--- config.mk ---
export PLATFORM = sky130hd
export DESIGN_NAME = vtcv_view
export DESIGN_NICKNAME = d
export VERILOG_FILES = /design/src/rtl/vtcv_pkg.sv /design/src/rtl/vtcv_view.sv
export SDC_FILE = /design/constraint.sdc
export NUM_CORES = 2
export LEC_CHECK = 0
export BUFFER_PORTS_ARGS = -buffer_cell sky130_fd_sc_hd__buf_2
export CORE_MARGIN = 4
export CORE_UTILIZATION = 50
export DETAILED_ROUTE_END_ITERATION = 10
export GPL_TIMING_DRIVEN = 0
export PLACE_DENSITY = 0.7
export SYNTH_ARGS = -nofsm -noshare
export SYNTH_HDL_FRONTEND = slang
export SYNTH_SLANG_ARGS = --single-unit
--- constraint.sdc ---
create_clock -name clk_i -period 7.6 [get_ports clk_i]
set_input_delay 0 -clock clk_i [delete_from_list [all_inputs] [get_ports clk_i]]
set_output_delay 0 -clock clk_i [all_outputs]
set_load 0.005 [all_outputs]
--- src/rtl/vtcv_pkg.sv ---
// shared constants, types and helpers of the vertex transform, clip and viewport block
package vtcv_pkg;

  localparam int COEF_FRAC_BITS  = 10;
  localparam int COORD_FRAC_BITS = 16;
  localparam int COORD_W         = 32;
  localparam int COEF_W          = 16;
  localparam int ROW_W           = 4 * COEF_W;
  localparam int PROD_W          = COORD_W + COEF_W;
  localparam int ACC_W           = PROD_W + 2;
  localparam int NUM_W           = COORD_W + COORD_FRAC_BITS;
  localparam int RATIO_LIM_BIT   = 40;
  localparam int RATIO_W         = RATIO_LIM_BIT + 2;
  localparam int SCALE_W         = RATIO_W + 1;
  localparam int DIM_W           = 13;
  localparam int PIX_W           = SCALE_W + DIM_W + 1;
  localparam int SAT_IN_W        = PIX_W;
  localparam int CODE_W          = 6;
  localparam int APB_DW          = 64;
  localparam int APB_AW          = 6;
  localparam int TDATA_IN_W      = 4 * COORD_W;
  localparam int TDATA_OUT_W     = 104;

  // register indexes
  localparam logic [2:0] REG_ROW_0  = 3'd0;
  localparam logic [2:0] REG_ROW_1  = 3'd1;
  localparam logic [2:0] REG_ROW_2  = 3'd2;
  localparam logic [2:0] REG_ROW_3  = 3'd3;
  localparam logic [2:0] REG_WIDTH  = 3'd4;
  localparam logic [2:0] REG_HEIGHT = 3'd5;

  localparam logic [DIM_W-1:0] WIDTH_RESET  = DIM_W'(640);
  localparam logic [DIM_W-1:0] HEIGHT_RESET = DIM_W'(480);

  // outcode bit positions
  localparam int OC_Z_NEG = 0;
  localparam int OC_Z_W   = 1;
  localparam int OC_X_NEG = 2;
  localparam int OC_X_POS = 3;
  localparam int OC_Y_NEG = 4;
  localparam int OC_Y_POS = 5;

  typedef struct packed {
    logic [2:0][COORD_W-1:0] n_mag;
    logic [COORD_W-1:0]      w_mag;
    logic [2:0]              n_neg;
    logic [2:0]              n_zero;
    logic                    w_neg;
    logic                    w_zero;
    logic [CODE_W-1:0]       code;
  } clip_t;

  typedef struct packed {
    logic [2:0][NUM_W-1:0] quot;
    logic [2:0]            n_neg;
    logic [2:0]            n_zero;
    logic                  w_neg;
    logic                  w_zero;
    logic [CODE_W-1:0]     code;
  } div_out_t;

  localparam logic signed [SAT_IN_W-1:0] SAT_MAX = SAT_IN_W'(2147483647);
  localparam logic signed [SAT_IN_W-1:0] SAT_MIN = ~SAT_MAX;

  function automatic logic signed [COORD_W-1:0] sat32(input logic signed [SAT_IN_W-1:0] v);
    logic signed [COORD_W-1:0] r;
    if (v > SAT_MAX) begin
      r = SAT_MAX[COORD_W-1:0];
    end else if (v < SAT_MIN) begin
      r = SAT_MIN[COORD_W-1:0];
    end else begin
      r = v[COORD_W-1:0];
    end
    return r;
  endfunction

endpackage

--- src/rtl/vtcv_view.sv ---
// ratio clamp, viewport scale and output saturation, four register stages
module vtcv_view (
  input  logic                             clk_i,
  input  logic                             rst_ni,
  input  logic                             en_i,
  input  logic                             valid_i,
  input  vtcv_pkg::div_out_t               div_i,
  input  logic [vtcv_pkg::DIM_W-1:0]       width_i,
  input  logic [vtcv_pkg::DIM_W-1:0]       height_i,
  output logic                             valid_o,
  output logic [vtcv_pkg::CODE_W-1:0]      code_o,
  output logic signed [vtcv_pkg::COORD_W-1:0] sx_o,
  output logic signed [vtcv_pkg::COORD_W-1:0] sy_o,
  output logic signed [vtcv_pkg::COORD_W-1:0] depth_o,
  output logic                             wz_o
);
  import vtcv_pkg::*;

  localparam logic [RATIO_W-2:0]          LIM = (RATIO_W-1)'(1) << RATIO_LIM_BIT;
  localparam logic signed [SCALE_W-1:0]   ONE = SCALE_W'(1) << COORD_FRAC_BITS;

  logic signed [RATIO_W-1:0] ratio_d [3];
  logic signed [RATIO_W-1:0] ratio_q [3];
  logic signed [SCALE_W-1:0] ax_d, ay_d, ax_q, ay_q;
  logic signed [COORD_W-1:0] dz_d, dz_q, dz2_q;
  logic signed [PIX_W-1:0]   px_d, py_d, px_q, py_q;
  logic signed [COORD_W-1:0] sx_d, sy_d, sx_q, sy_q, dz3_q;
  logic [CODE_W-1:0]         code_a_q, code_b_q, code_c_q, code_d_q;
  logic                      wz_a_q, wz_b_q, wz_c_q, wz_d_q;
  logic                      va_q, vb_q, vc_q, vd_q;

  // stage a: signed, clamped ratios
  always_comb begin
    logic [RATIO_W-2:0] mag;
    for (int l = 0; l < 3; l++) begin
      mag = (div_i.quot[l] > NUM_W'(LIM)) ? LIM : div_i.quot[l][RATIO_W-2:0];
      if (div_i.w_zero) begin
        mag = div_i.n_zero[l] ? '0 : LIM;
        ratio_d[l] = div_i.n_neg[l] ? -$signed({1'b0, mag}) : $signed({1'b0, mag});
      end else begin
        ratio_d[l] = (div_i.n_neg[l] ^ div_i.w_neg) ? -$signed({1'b0, mag})
                                                    : $signed({1'b0, mag});
      end
    end
  end

  // stage b: offset by one
  assign ax_d = SCALE_W'(ratio_q[0]) + ONE;
  assign ay_d = ONE - SCALE_W'(ratio_q[1]);
  assign dz_d = sat32(SAT_IN_W'(ratio_q[2]));

  // stage c: scale by the viewport size
  assign px_d = ax_q * $signed({1'b0, width_i});
  assign py_d = ay_q * $signed({1'b0, height_i});

  // stage d: halve and saturate
  assign sx_d = sat32(px_q >>> 1);
  assign sy_d = sat32(py_q >>> 1);

  always_ff @(posedge clk_i or negedge rst_ni) begin
    if (!rst_ni) begin
      va_q <= 1'b0;
      vb_q <= 1'b0;
      vc_q <= 1'b0;
      vd_q <= 1'b0;
    end else if (en_i) begin
      va_q <= valid_i;
      vb_q <= va_q;
      vc_q <= vb_q;
      vd_q <= vc_q;
    end
  end

  always_ff @(posedge clk_i) begin
    if (en_i) begin
      ratio_q  <= ratio_d;
      code_a_q <= div_i.code;
      wz_a_q   <= div_i.w_zero;
      ax_q     <= ax_d;
      ay_q     <= ay_d;
      dz_q     <= dz_d;
      code_b_q <= code_a_q;
      wz_b_q   <= wz_a_q;
      px_q     <= px_d;
      py_q     <= py_d;
      dz2_q    <= dz_q;
      code_c_q <= code_b_q;
      wz_c_q   <= wz_b_q;
      sx_q     <= sx_d;
      sy_q     <= sy_d;
      dz3_q    <= dz2_q;
      code_d_q <= code_c_q;
      wz_d_q   <= wz_c_q;
    end
  end

  assign valid_o = vd_q;
  assign code_o  = code_d_q;
  assign sx_o    = sx_q;
  assign sy_o    = sy_q;
  assign depth_o = dz3_q;
  assign wz_o    = wz_d_q;

endmodule

==> summary.md <==
| Metric | Value |
|---|---|
| Clock Skew | `~0.06 ns` |
| XOR/XNOR Fraction of Synth Area | `0.0355` |
| Initial antenna violation count | `22` |
| Distinct cell type count of the synthesized netlist | `77` |
| Setup slack, reg-to-reg | `0.19 ns` |
| Period utilization | `0.976` |
| Skew-Pair Late Insertion Delay | `0.70 ns` |
| Crit path DAT | `7.83 ns` |
| Total number of vias | `44.8k` |
| Share of layout cells above drive strength 1 | `0.0792` |
| RSZ-0062 raised after global routing | `yes` |
| DR iter-0 viols | `3,903` |
| Tot GR Track Use | `0.282` |
| Die W | `353 um` |
| Top FF cell, synth | `edfxtp_1` |
| Post-synthesis simple-gate area fraction | `0.163` |
| Critical Path Source Type | `primary input` |
| Area of the multi-input gates | `roughly 40,000 um2` |
| Rel. slew slack | `0.0518` |
| TritonCTS buffer count | `57` |
| Asr flop ratio synth | `0.00775` |
| Die height | `353 um` |
| Via density | `5.49` |
| Crit Reg-Reg Endpoint | `px_q[53]` |
| Maxcap violations | `0` |
| Largest family of logic cells by synthesized area | `adder cells` |
| Number of global-route vias before repair | `46.6k` |
| Outcome | `finished clean` |
| Mapped Nets | `7,449` |
| Pre-Repair DR Iteration Count | `6` |
| Final setup TNS | `0 ns` |
| Area Overhead vs Synth | `13.4%` |
| Crit Path Class | `primary input to flip-flop` |
| Die ar. | `125,000 um2` |
| Syn Area/Cell | `9.94 um2` |
| End of the critical path | `px_q[53]` |
| Routability cong. | `0.978` |
| Cells on worst reg2reg path | `20` |
| Total wire length | `174,000 um` |
| Max-slew violation count | `0` |
| Global-route wire length before repair | `272,000 um` |
| Seq cells post-synth | `516` |
| Post-Synth Adder-Cell Area | `0.389` |
| Synth Area in Compound Gates | `0.0618` |
| Final hold vios | `0` |
| Largest net degree at the start of global routing | `~130` |
| IO Port Bufs | `around 270` |
| Pin slew with the least headroom to its limit | `between 1 and 1.5 ns` |
| Min Tclk post-route | `7.42 ns` |
| Layout Cells excl Fill | `8,157` |
| Core area | `118,000 um2` |
| Number of enable flip-flop cells after synthesis | `512` |
| Reg clk slew, reported paths | `about 0.080 ns` |
| Util after Layout | `0.572` |
| Register area | `around 15,000 um2` |
| Yosys warning total | `0` |
| Routed len/inst | `around 21 um` |
| Worst Setup SP | `width_i[9]` |
| Clk root buf | `clkbuf_16` |
| Multiplexer share of the synthesized area | `0.00277` |
| Initial Utilization | `0.505` |
| Max Clk Rate | `135 MHz` |
| CP Capture Type | `flip-flop` |
| Reg2reg start | `ax_q[8]` |
| Site Rows | `126` |
| Gate count of the mapped netlist | `6,002` |
| Clock tree sinks | `about 520` |
| Sequential-to-total area share from yosys stat | `0.259` |
| Fill cell count | `between 10k and 15k` |
| Io pins | `292` |
| CTS max path bufs | `3` |
| CTS tree | `yes` |
| Setup violators final | `0` |
| HPWL Detailed | `139,000 um` |
| Critical Path Fanout Max | `10` |
| H-tree depth | `2` |
| DRC errors left | `0` |
| Nets | `8,014` |
| Worst Hold Class | `primary input to flip-flop` |
| Mapped Area | `between 50,000 and 60,000 um2` |
| Critical Path RT | `roughly 8 ns` |
| Placed Cells | `7,817` |
| Total grt overflow | `0` |
| Post-route ant nets | `0` |
-- routing by layer --
metal / vias to the layer above / share of wire / global-route usage
li1: 19939 / - / -
met1: 22410 / 0.40 / 0.378
met2: 2016 / 0.46 / 0.449
met3: 424 / 0.095 / 0.0632
met4: 4 / 0.049 / 0.112
met5: - / 0.000080 / 0
-- through the flow --
stage,instance area [um2],hold WS [ns],setup slack (ns)
finish,67700,0.0527,0.180
global route,67700,0.0240,-0.0223
CTS,67400,0.000731,0.00193
detailed placement,63100,-0.189,-1.45
global placement,63000,-0.193,-1.63
floorplan,59700,-0.296,0.904
-- state kept, by name (all words and copies together), names as in the netlist, 6 cells and up --
signal    cells
ax_q         43
ay_q         43
code_a_q      6
code_b_q      6
code_c_q      6
code_o        6
depth_o      32
dz2_q        32
dz_q         32
px_q         56
py_q         56
ratio_q     126
sx_o         32
sy_o         32
-- synth_stat cells (8+ instances only) --
cell       instances  area, um2
mux2i_1           12        120
o41ai_1           15        131
or4_1             20        150
ha_1             261       3270
or3_1             17        106
o31ai_1           21        158
a31oi_1           29        181
o21ai_0          109        546
nand2_1          866       3250
nor3_1            67        335
inv_1           1106       4150
nor2b_1           12       75.1
a21o_1            90        676
edfxtp_1         512      15400
nand3_1           56        280
nand4_1           34        213
a311oi_1          11       96.3
and2_1           540       3380
xnor2_1          137       1200
nor2_1           251        942
a2111oi_0          8       70.1
o21bai_1          24        180
o21a_1            16        120
nor4_1            39        244
xor2_1           105        920
nand2b_1          16        100
o211ai_1           9       67.6
fa_1             998      20000
a211oi_1          11       82.6
clkbuf_1         282       1060
and3_1            35        219
a21oi_1          165        826
nand3b_1          10       75.1
-- worst min-delay path by stage --
stage | start | depth (start not counted) | to | slack [ns]
final | div_i[2] | 2 | code_a_q[2] | 0.05
after global routing | div_i[2] | 2 | code_a_q[2] | 0.02
after CTS | div_i[5] | 2 | code_a_q[5] | 0.0007
after detailed placement | rst_ni | 1 | vc_q | -0.19
after global placement | rst_ni | 1 | valid_o | -0.19
after floorplan | rst_ni | 0 | va_q | -0.30
-- cells by family (layout without fill, tap and decap cells) --
family | count (synthesis) | count (layout)
mux | 16 | 16
buf+inv | 1397 | 2010
flops | 516 | 516
compound gates | 569 | 569
other cells | 0 | 6
simple gates | 2003 | 2003
xor+xnor | 242 | 242
fa+ha+maj | 1259 | 1259
-- placed cells by master (no fill, tap or decap), drive strengths merged, types with 16 or more instances in the layout --
cell / n
a21oi: 165
ha: 261
a31oi: 29
nor4: 42
or4: 26
o41ai: 18
dlygate4sd3: 219
or3: 20
o21bai: 24
o21ai: 115
nand2b: 16
nand2: 866
nor2: 251
xor2: 105
clkbuf: 316
fa: 998
inv: 1113
and2: 540
xnor2: 137
edfxtp: 512
and3: 35
clkinv: 30
o31ai: 21
a21o: 91
nand4: 34
nor3: 68
buf: 322
o21a: 16
nand3: 56
-- final cells by class --
class	count	area share
Inverter	1106	0.0613
Multi-Input combinational cell	4089	0.579
Buffer	281	0.0172
Timing Repair Buffer	516	0.0565
Sequential cell	516	0.229
Tap cell	1536	0.0284
Antenna cell	6	0.000222
Clock buffer	60	0.0212
Clock inverter	47	0.00778
-- critical path, stage by stage --
cell	delay, ns
clkbuf_1	0.77
clkbuf_1	0.71
and2_1	0.26
fa_1	0.44
fa_1	0.49
fa_1	0.53
fa_1	0.54
fa_1	0.55
inv_1	0.05
fa_1	0.57
inv_1	0.06
ha_1	0.39
nand2_1	0.12
o211ai_1	0.27
a41oi_1	0.21
o31a_1	0.39
a2111o_1	0.43
a31oi_4	0.24
a41oi_2	0.21
a21oi_2	0.21
mux2i_1	0.19
o311ai_0	0.20
-- timing repair --
item | CTS | global route
pin swaps | 2 | 4
setup buffers | 4 | 14
hold buffers | 219 | 0
setup endpoints to repair | 33 | 21
hold endpoints to repair | 190 | 0
resized for setup | 65 | 89
Power is left out: the tool's default activity adds up to more than one toggle a clock period on the data nets, which glitch-free logic cannot reach.
